**src/rtl/guard_word_make_and_check_assert.svh**
```systemverilog
// Assertion macros used by the guard word datapath.
`ifndef GUARD_WORD_MAKE_AND_CHECK_ASSERT_SVH
`define GUARD_WORD_MAKE_AND_CHECK_ASSERT_SVH

// Property checked on every rising edge, ignored while reset is asserted.
`define GWMC_ASSERT(lbl, clk, rst_n, prop, msg) \
    lbl: assert property (@(posedge clk) disable iff (!rst_n) (prop)) else $error(msg);

// Implication from an antecedent to a consequent in the following cycle.
`define GWMC_ASSERT_NEXT(lbl, clk, rst_n, ante, cons, msg) \
    lbl: assert property (@(posedge clk) disable iff (!rst_n) (ante) |=> (cons)) \
        else $error(msg);

`endif

```
**src/rtl/gwmc_pkg.sv**
```systemverilog
`default_nettype none

package gwmc_pkg;

    localparam logic [1:0]  CMD_MAKE   = 2'd0;
    localparam logic [1:0]  CMD_CHECK  = 2'd1;
    localparam logic [1:0]  CMD_KILL   = 2'd2;

    localparam logic [31:0] LCG_MUL    = 32'd1664525;
    localparam logic [31:0] LCG_ADD    = 32'd1013904223;
    localparam logic [31:0] SIGN_PRIME = 32'd1445174711;
    localparam logic [31:0] FAIR_HIGH  = 32'hFFFF0000;
    localparam logic [31:0] FAIR_LOW   = 32'h0000FFFF;
    localparam logic [63:0] POISON     = 64'h0000_000D_EADB_0D1F;

    typedef enum logic [1:0] {
        ST_IDLE,
        ST_MUL,
        ST_EVAL,
        ST_HOLD
    } state_t;

    typedef struct packed {
        logic load;       // take the input item into the datapath
        logic iterate;    // step the generator and try the next seed
        logic capture;    // park the evaluated result in the hold register
        logic push;       // load the output register
        logic from_eval;  // push source: evaluated result, else hold register
    } ctrl_cmd_t;

    typedef struct packed {
        logic [1:0] in_cmd;
        logic [1:0] cmd;
        logic       fair_pair;
        logic       last_try;
        logic       out_free;
    } ctrl_stat_t;

    function automatic logic is_fair(input logic [31:0] v);
        return (v > FAIR_LOW) && (v < FAIR_HIGH);
    endfunction

endpackage

`default_nettype wire

```
**src/rtl/guard_word_make_and_check.sv**
```systemverilog
// Channel  Direction  tdata (low bit up)                           tuser
// s_*      in         seed[31:0] salt[63:32] guard_in[127:64]      command[1:0]
// m_*      out        guard_out[63:0]                              check_failed[0]
// cfg_*    in         cfg_wdata = checks_disabled, written when cfg_we is high
//
// Check and make pass through a multiply state and an evaluate state after accept;
// make repeats both for each extra generator step, since each seed tried goes through one
// registered multiply and one evaluation. Kill and the unused command go straight to hold.
// A new item is accepted the cycle after the previous result enters the output register.
// A finished result waits in a hold register while the output is stalled.
// Reset is asynchronous and active low and clears checks_disabled and all control state.
`default_nettype none

module guard_word_make_and_check
    import gwmc_pkg::*;
(
    input  wire logic         clk,
    input  wire logic         rst_n,
    input  wire logic         cfg_we,
    input  wire logic         cfg_wdata,
    input  wire logic         s_tvalid,
    output logic              s_tready,
    input  wire logic [127:0] s_tdata,   // seed, salt, guard_in
    input  wire logic [1:0]   s_tuser,   // command
    output logic              m_tvalid,
    input  wire logic         m_tready,
    output logic [63:0]       m_tdata,   // guard_out
    output logic [0:0]        m_tuser    // check_failed
);

    ctrl_cmd_t  cmd;
    ctrl_stat_t stat;

    gwmc_ctrl u_ctrl (
        .clk      (clk),
        .rst_n    (rst_n),
        .s_tvalid (s_tvalid),
        .s_tready (s_tready),
        .stat     (stat),
        .cmd      (cmd)
    );

    gwmc_datapath u_datapath (
        .clk       (clk),
        .rst_n     (rst_n),
        .cfg_we    (cfg_we),
        .cfg_wdata (cfg_wdata),
        .s_tdata   (s_tdata),
        .s_tuser   (s_tuser),
        .m_tvalid  (m_tvalid),
        .m_tready  (m_tready),
        .m_tdata   (m_tdata),
        .m_tuser   (m_tuser),
        .cmd       (cmd),
        .stat      (stat)
    );

endmodule

`default_nettype wire

```
**src/rtl/gwmc_ctrl.sv**
```systemverilog
`default_nettype none

module gwmc_ctrl
    import gwmc_pkg::*;
(
    input  wire logic       clk,
    input  wire logic       rst_n,
    input  wire logic       s_tvalid,
    output logic            s_tready,
    input  wire ctrl_stat_t stat,
    output ctrl_cmd_t       cmd
);

    state_t state_reg;
    state_t state_next;

    logic needs_mul;
    logic retry;

    assign needs_mul = (stat.in_cmd == CMD_MAKE) || (stat.in_cmd == CMD_CHECK);
    // Only make loops; it stops on a fair pair or after the full generator period.
    assign retry = (stat.cmd == CMD_MAKE) && !stat.fair_pair && !stat.last_try;

    always_ff @(posedge clk or negedge rst_n)
    begin
        if (!rst_n)
        begin
            state_reg <= ST_IDLE;
        end
        else
        begin
            state_reg <= state_next;
        end
    end

    always_comb
    begin
        state_next = state_reg;
        unique case (state_reg)
            ST_IDLE:
            begin
                if (s_tvalid)
                begin
                    state_next = needs_mul ? ST_MUL : ST_HOLD;
                end
            end
            ST_MUL:
            begin
                state_next = ST_EVAL;
            end
            ST_EVAL:
            begin
                priority if (retry)
                begin
                    state_next = ST_MUL;
                end
                else if (stat.out_free)
                begin
                    state_next = ST_IDLE;
                end
                else
                begin
                    state_next = ST_HOLD;
                end
            end
            ST_HOLD:
            begin
                if (stat.out_free)
                begin
                    state_next = ST_IDLE;
                end
            end
            default:
            begin
                state_next = ST_IDLE;
            end
        endcase
    end

    always_comb
    begin
        s_tready      = 1'b0;
        cmd           = '0;
        unique case (state_reg)
            ST_IDLE:
            begin
                s_tready = 1'b1;
                cmd.load = s_tvalid;
            end
            ST_MUL:
            begin
            end
            ST_EVAL:
            begin
                priority if (retry)
                begin
                    cmd.iterate = 1'b1;
                end
                else if (stat.out_free)
                begin
                    cmd.push      = 1'b1;
                    cmd.from_eval = 1'b1;
                end
                else
                begin
                    cmd.capture = 1'b1;
                end
            end
            ST_HOLD:
            begin
                cmd.push = stat.out_free;
            end
            default:
            begin
            end
        endcase
    end

endmodule

`default_nettype wire

```
**src/rtl/gwmc_datapath.sv**
```systemverilog
`default_nettype none

`include "guard_word_make_and_check_assert.svh"

module gwmc_datapath
    import gwmc_pkg::*;
(
    input  wire logic         clk,
    input  wire logic         rst_n,
    input  wire logic         cfg_we,
    input  wire logic         cfg_wdata,
    input  wire logic [127:0] s_tdata,
    input  wire logic [1:0]   s_tuser,
    output logic              m_tvalid,
    input  wire logic         m_tready,
    output logic [63:0]       m_tdata,
    output logic [0:0]        m_tuser,
    input  wire ctrl_cmd_t    cmd,
    output ctrl_stat_t        stat
);

    logic        checks_disabled_reg;
    logic [1:0]  cmd_reg;
    logic [31:0] x_reg;
    logic [31:0] salt_reg;
    logic [31:0] hi_reg;
    logic [31:0] sum_reg;
    logic [31:0] next_reg;
    logic [63:0] prod_reg;
    logic [31:0] tries_reg;
    logic [63:0] res_data_reg;
    logic        res_fail_reg;
    logic        m_tvalid_reg;
    logic [63:0] m_data_reg;
    logic        m_fail_reg;

    logic [31:0] in_seed;
    logic [31:0] in_salt;
    logic [63:0] in_guard;
    logic [31:0] x_load;
    logic [31:0] sig;
    logic        fair_pair;
    logic        check_ok;
    logic [63:0] eval_data;
    logic        eval_fail;
    logic [31:0] lcg_prod;

    assign in_seed  = s_tdata[31:0];
    assign in_salt  = s_tdata[63:32];
    assign in_guard = s_tdata[127:64];
    // Check runs the signature on the seed half of the stored word.
    assign x_load   = (s_tuser == CMD_CHECK) ? in_guard[31:0] : in_seed;

    assign sig       = prod_reg[31:0] ^ prod_reg[63:32];
    assign fair_pair = is_fair(x_reg) && is_fair(sig);
    assign check_ok  = is_fair(x_reg) && is_fair(hi_reg) && (hi_reg == sig);
    assign lcg_prod  = x_reg * LCG_MUL;

    always_comb
    begin
        eval_data = 64'd0;
        eval_fail = 1'b0;
        if (cmd_reg == CMD_MAKE)
        begin
            eval_data = fair_pair ? {sig, x_reg} : POISON;
        end
        else
        begin
            eval_fail = !checks_disabled_reg && !check_ok;
        end
    end

    always_ff @(posedge clk or negedge rst_n)
    begin
        if (!rst_n)
        begin
            checks_disabled_reg <= 1'b0;
            m_tvalid_reg        <= 1'b0;
            cmd_reg             <= CMD_MAKE;
            tries_reg           <= '0;
        end
        else
        begin
            if (cfg_we)
            begin
                checks_disabled_reg <= cfg_wdata;
            end
            if (cmd.push)
            begin
                m_tvalid_reg <= 1'b1;
            end
            else if (m_tready)
            begin
                m_tvalid_reg <= 1'b0;
            end
            if (cmd.load)
            begin
                cmd_reg   <= s_tuser;
                tries_reg <= '0;
            end
            else if (cmd.iterate)
            begin
                tries_reg <= tries_reg + 32'd1;
            end
        end
    end

    always_ff @(posedge clk)
    begin
        prod_reg <= {32'd0, sum_reg} * {32'd0, SIGN_PRIME};
        next_reg <= lcg_prod + LCG_ADD;
        if (cmd.load)
        begin
            x_reg        <= x_load;
            salt_reg     <= in_salt;
            hi_reg       <= in_guard[63:32];
            sum_reg      <= x_load + in_salt;
            res_data_reg <= (s_tuser == CMD_KILL) ? POISON : 64'd0;
            res_fail_reg <= 1'b0;
        end
        else if (cmd.iterate)
        begin
            x_reg   <= next_reg;
            sum_reg <= next_reg + salt_reg;
        end
        if (cmd.capture)
        begin
            res_data_reg <= eval_data;
            res_fail_reg <= eval_fail;
        end
        if (cmd.push)
        begin
            m_data_reg <= cmd.from_eval ? eval_data : res_data_reg;
            m_fail_reg <= cmd.from_eval ? eval_fail : res_fail_reg;
        end
    end

    assign m_tvalid   = m_tvalid_reg;
    assign m_tdata    = m_data_reg;
    assign m_tuser[0] = m_fail_reg;

    assign stat.in_cmd    = s_tuser;
    assign stat.cmd       = cmd_reg;
    assign stat.fair_pair = fair_pair;
    assign stat.last_try  = &tries_reg;
    assign stat.out_free  = !m_tvalid_reg || m_tready;

    `GWMC_ASSERT(a_no_overwrite, clk, rst_n, !(m_tvalid_reg && !m_tready && cmd.push), "result overwritten while output stalled")
    `GWMC_ASSERT(a_iter_make_only, clk, rst_n, !cmd.iterate || (cmd_reg == CMD_MAKE), "generator stepped for a command other than make")
    `GWMC_ASSERT(a_excl_cmds, clk, rst_n, !(cmd.load && (cmd.iterate || cmd.push || cmd.capture)), "load overlaps another datapath command")
    `GWMC_ASSERT_NEXT(a_push_valid, clk, rst_n, cmd.push, m_tvalid_reg, "pushed result not presented")

endmodule

`default_nettype wire
```
**config.mk**
```make
export PLATFORM = sky130hd
export DESIGN_NAME = guard_word_make_and_check
export DESIGN_NICKNAME = d
export VERILOG_FILES = /design/src/rtl/gwmc_pkg.sv /design/src/rtl/guard_word_make_and_check.sv /design/src/rtl/gwmc_ctrl.sv /design/src/rtl/gwmc_datapath.sv
export VERILOG_INCLUDE_DIRS = /design/src /design/src/rtl
export SDC_FILE = /design/constraint.sdc
export NUM_CORES = 2
export LEC_CHECK = 0
export ABC_AREA = 0
export BUFFER_PORTS_ARGS = -buffer_cell sky130_fd_sc_hd__buf_4
export CORE_MARGIN = 1
export CORE_UTILIZATION = 50
export CTS_BUF_LIST = sky130_fd_sc_hd__clkbuf_8
export DETAILED_ROUTE_END_ITERATION = 10
export GPL_TIMING_DRIVEN = 0
export PLACE_DENSITY = 0.74
export SLEW_MARGIN = 20
export SYNTH_ARGS = -nofsm -noshare
export SYNTH_HDL_FRONTEND = slang
export SYNTH_SLANG_ARGS = --single-unit
```
**constraint.sdc**
```tcl
create_clock -name clk -period 8.1 [get_ports clk]
set_input_delay 2.025 -clock clk [delete_from_list [all_inputs] [get_ports clk]]
set_output_delay 2.025 -clock clk [all_outputs]
set_load 0.005 [all_outputs]
```
== After elaboration in Yosys (flattened, before gate mapping) ==
Index checks and enable logic that the tools add are counted.
Word-level totals
  bits of input ports: 136
  logic and storage cells: 94
  flip-flop bits (word level): 391
  output and inout port bits: 67
Cells by class
  bitwise logic cells: 1
  add/subtract/negate cells: 4
  eq/ne operators: 8
  muxes and demuxes: 34
  reduce and logical (&&, ||, !) cells: 24
  multipliers: 2
  order comparisons: 6
Operators by type and width (count)
  $mux W64: 5
  $mux W32: 7
  $gt A32 B16 Y1 const B: 3
  $lt A32 B32 Y1 const B: 3
  $add A32 B32 Y32: 2
  $mul A32 B31 Y63 const B: 1
  $mux W36: 1
  $add A32 B1 Y32 const B: 1
  $add A32 B30 Y32 const B: 1
  $eq A32 B32 Y1: 1
  $mul A32 B21 Y32 const B: 1
  $reduce_and A32 Y1: 1
  $xor A32 B31 Y32: 1
  $mux W2: 7
  $mux W1: 11
  $logic_and A1 B1 Y1: 9
  $pmux W2 S4: 1
  $eq A2 B2 Y1 const B: 3
  $logic_not A2 Y1: 3
  $reduce_bool A2 Y1: 3
  $logic_not A1 Y1: 5
  $eq A2 B1 Y1 const B: 2
  $mux W3: 1
  $logic_or A1 B1 Y1: 2
  other kinds (4): 4

== Longest topological paths before layout ==
  depth in word-level cells: 11
  mapped depth: 27
  mapped depth without buffers: 27

== Cells and area by module ==
Synthesis repeated with hierarchy kept, for this count alone.
Second synthesis, totals
  cells, all modules: 4050
  area total of the unflattened synthesis: 43528.0 um^2
Modules (own cells, without submodules)
  gwmc_datapath: cells each 4036, instances 1, seq. area each 10550.1 um^2, area an instance 43391.6 um^2
  gwmc_ctrl: cells each 14, instances 1, seq. area each 50.0 um^2, area an instance 136.4 um^2

== Worst setup path before layout ==
OpenSTA, ideal clock, no wires.
  kind: flip-flop to flip-flop
  from: register u_datapath.sum_reg[4]
  to: register u_datapath.prod_reg[48]
  data required time: 8.012 ns
  arrival time: 6.840 ns
  library setup time: 0.088 ns
  period minus slack after synthesis: 6.928 ns
  cell stages (with the launch flop): 26
  path buffers: 0
  path slack: 1.172 ns
  cell sequence: edfxtp_1 -> inv_1 -> fa_1 -> fa_1 -> inv_1 -> fa_1 -> fa_1 -> fa_1 -> inv_1 -> fa_1 -> inv_1 -> fa_1 -> inv_1 -> fa_1 -> inv_1 -> ha_1 -> a21oi_1 -> o211ai_1 -> a221oi_2 -> nor4b_2 -> a21oi_2 -> a221oi_4 -> o21ai_2 -> a311oi_2 -> nor2_1 -> a311oi_2
Between the ends
  cells in the longest elaborated chain, start to end: 1
RTL lines
  from (decl): RTL line gwmc_datapath.sv:27  | logic [31:0] sum_reg;
  from (signal assigned): RTL line gwmc_datapath.sv:117  | sum_reg <= x_load + in_salt;
  from (signal assigned): RTL line gwmc_datapath.sv:124  | sum_reg <= next_reg + salt_reg;
  $mul A32 B31 Y63: RTL line gwmc_datapath.sv:110  | prod_reg <= {32'd0, sum_reg} * {32'd0, SIGN_PRIME};
  to (signal assigned): RTL line gwmc_datapath.sv:110
  to (decl): RTL line gwmc_datapath.sv:29  | logic [63:0] prod_reg;
Every way passes these cells.
A chain may end at the register's enable or synchronous reset.

== Final worst setup path ==
  from: register u_datapath.sum_reg[13]
  to: register u_datapath.prod_reg[44]
The elaborated chain is that of the path after synthesis.

==> results.toml <==
[synthesis]
yosysSeqAreaShare_pct = 24.7
synth_xor_xnor_area_share_pct = 5.10
synth_edf_count = 258
synth-simple-area-share_pct = 7.11
synth.avg_cell_area_um2 = 10.6
synthArstFlopShare_pct = 9.72
ys_seq_elements = 391
syn-instance-count = 4043
synth_top_family_by_area = "adder cells"
synth_mux_area_share_pct = 1.00
synth_compound_area_share_pct = 8.64
synthesis.nets = 5374
synth_cell_types = 75
syn_area_um2 = 42900
synth_warnings = 0
ys.flop_type = "edfxtp_1"
yosys.area_share.adder_pct = 45.2

[clock_tree]
ctsHtreeMaxLevel = 3
cts_tree = "built"
clk_pin_slew_worst_paths_ps = 80
ctsRootBufferMaster = "clkbuf_8"
ctsLongestPathBuffers = 3
clock_sinks = 391
clk-insertion-delay-late_ps = 690
cts-buffers-inserted = 67
cts_hold_buf = 0

[route]
dr.pass1.iters = 5
via_count = 30400
wire_per_inst_um = 21.6
route.detailed.drc = 0
antenna_left = 0
routed_wl_um = 120000
avgViaCountPerCell = 5.43
drtIter0Drc = 2142

[sta]
worst_hold_slack_ps = 501
report.final.slew_viol_count = 0
setup_tns_ps = 0
setup_viol = 0
rsz0062_at_grt = "no"
fin_crit_ps = 7770
worstMarginPinSlew_ps = 1180
skew_ps = 45.6
relSlewSlack_pct = 21.2
period_share_pct = 95.9
finalHoldViolations = 0
fmax_mhz = 129

[floorplan]
start_util_pct = 50.5
die_x_um = 295
die_y_um = 295
dieArea_um2 = 87000
rows = 107
ios = 203
core_um2 = 85000

[worst_setup_path]
worstPathArrival_ps = 8290
r2r_slack_ps = 330
setup.worst_path.end_class = "flop"
reg2reg_from = "u_datapath.sum_reg[13]$_DFFE_PP_"
worstSetupPathType = "reg2reg"
r2r_cells = 26
critPathLaunchType = "flop"
reg2reg_to = "u_datapath.prod_reg[44]$_DFF_P_"
cp.required_ps = 8620
critical_path.max_fanout = 6

[global_route]
grt_pass1_wl_um = 184000
grt_use_total_pct = 28.5
overflow = 0
grt_start_max_net_pins = 50
first_global_vias = 31900
antenna_found_initial = 1

[worst_hold_path]
hold_depth = 2
hold_class = "reg2reg"
min-delay-start = "u_datapath.cmd_reg[0]$_DFFE_PN0P_"
whs_endpoint = "u_datapath.cmd_reg[0]$_DFFE_PN0P_"

[run]
max_cap_viol_count = 0

[cells_and_area]
nNetsFinal = 5719
area_growth_pct = 12.0
utilization_pct = 56.5
multi_input_area_um2 = 28800
layout_commonest_cell = "inv_1"
drive_gt1_share_pct = 10.1
final_area_um2 = 48100
fillers = 7231
mostFrequentLayoutCells = "inv_1, ha_1, fa_1"
regArea_um2 = 10600

[placement]
globalplace.congestion = 0.985
port_buffers = 202
dpl_cell_area_um2 = 46000
place.detailed.hpwl_um = 101000

[status]
status = "finished clean"
-- worst max path at each step --
stage	start	end	cells after the start
after CTS	u_datapath.sum_reg[10]$_DFFE_PP_	u_datapath.prod_reg[46]$_DFF_P_	23
after floorplan	u_datapath.sum_reg[4]$_DFFE_PP_	u_datapath.prod_reg[48]$_DFF_P_	25
after global routing	u_datapath.sum_reg[18]$_DFFE_PP_	u_datapath.prod_reg[62]$_DFF_P_	24
after detailed placement	u_datapath.sum_reg[8]$_DFFE_PP_	u_datapath.prod_reg[46]$_DFF_P_	25
final	u_datapath.sum_reg[13]$_DFFE_PP_	u_datapath.prod_reg[44]$_DFF_P_	26
after global placement	u_datapath.sum_reg[7]$_DFFE_PP_	u_datapath.prod_reg[46]$_DFF_P_	25
-- Yosys cell counts (3+ instances only) --
cell type	instances	area, um^2
inv_1	865	3250
ha_1	602	7530
fa_1	593	11900
nand2_1	274	1030
edfxtp_1	258	7750
o21ai_0	157	786
xnor2_1	148	1300
nor2_1	145	544
a21oi_1	138	691
xor2_1	102	893
dfxtp_1	95	1900
a21o_1	81	608
clkbuf_1	62	233
o31ai_1	46	345
nand4_1	44	275
nand3_1	41	205
dfrtp_1	38	951
mux2_2	32	360
and3_1	24	150
nand2b_1	24	150
nor3_1	23	115
o21a_1	21	158
o21bai_1	20	150
nor2b_1	16	100
a31oi_1	15	93.8
a211oi_1	14	105
or3_1	14	87.6
o211ai_1	13	97.6
and4_1	12	105
nor4_1	12	75.1
and2_1	8	50.1
or2_2	8	50.1
mux2i_1	7	70.1
o21ai_1	6	30.0
o31a_1	6	52.6
a2111oi_0	5	43.8
nand3b_1	5	37.5
a211o_1	4	35.0
a21oi_2	4	35.0
o2111ai_1	4	35.0
o41a_1	4	45.0
a221o_1	3	30.0
a41oi_1	3	26.3
buf_2	3	15.0
-- worst max-delay path: stages, from the launching register on --
cell	delay [ps]
edfxtp_1	370
buf_4	200
ha_1	560
fa_1	520
fa_1	520
inv_1	50
fa_1	480
inv_1	70
fa_1	500
inv_1	60
fa_1	530
inv_1	50
fa_1	480
inv_1	50
fa_1	480
inv_1	40
ha_1	320
a21oi_1	180
o211ai_1	130
a221oi_2	280
nor4b_2	280
a21oi_2	140
a221oi_4	430
o21ai_2	190
a311oi_2	380
o21bai_1	130
xor2_1	180
-- cell type report --
class                   count  share of cell area (%)
repair buffers            276                    4.67
well taps                1144                    2.98
plain buffers              69                   0.570
clock inverters            47                   0.818
clock buffers              77                    2.21
diodes                      1                 0.00521
inverters                 865                    6.76
multi-input cells        2718                    59.9
flip-flops and latches    391                    22.1
-- what timing repair did --
action                     4_1_cts  5_1_grt
resized for setup                0        3
pin swaps                        0        2
setup endpoints to repair        1       12
setup buffers                   14       56
-- through the flow --
stage               setup slack, ps  instances
finish                          331       5588
global route                   3.71       5588
CTS                           0.124       5531
detailed placement            -20.0       5393
global placement              -42.4       5389
floorplan                      1170       4043
-- per-layer routing --
| metal | up-vias | GRT usage (%) | wire length (um) | part of all wire [%] |
|---|---|---|---|---|
| met5 | - | 0 | 0 | 0 |
| met2 | 1129 | 49.0 | 59900 | 50 |
| met1 | 15100 | 34.7 | 46000 | 38 |
| met3 | 252 | 4.10 | 7960 | 6.6 |
| met4 | 0 | 14.7 | 6590 | 5.5 |
| li1 | 13900 | - | - | - |
-- cells by family (layout without fill, tap and decap cells) --
kind of cell / Yosys count / after routing
adder cells (fa/ha/maj): 1195 / 1195
buffers and inverters: 934 / 1334
AND/OR/NAND/NOR: 659 / 659
AO/OA/AOI/OAI: 575 / 575
flip-flops: 391 / 391
XOR/XNOR: 250 / 250
multiplexers: 39 / 39
other: 0 / 1
Power is left out: the tool's default activity adds up to more than one toggle a clock period on the data nets, which glitch-free logic cannot reach.
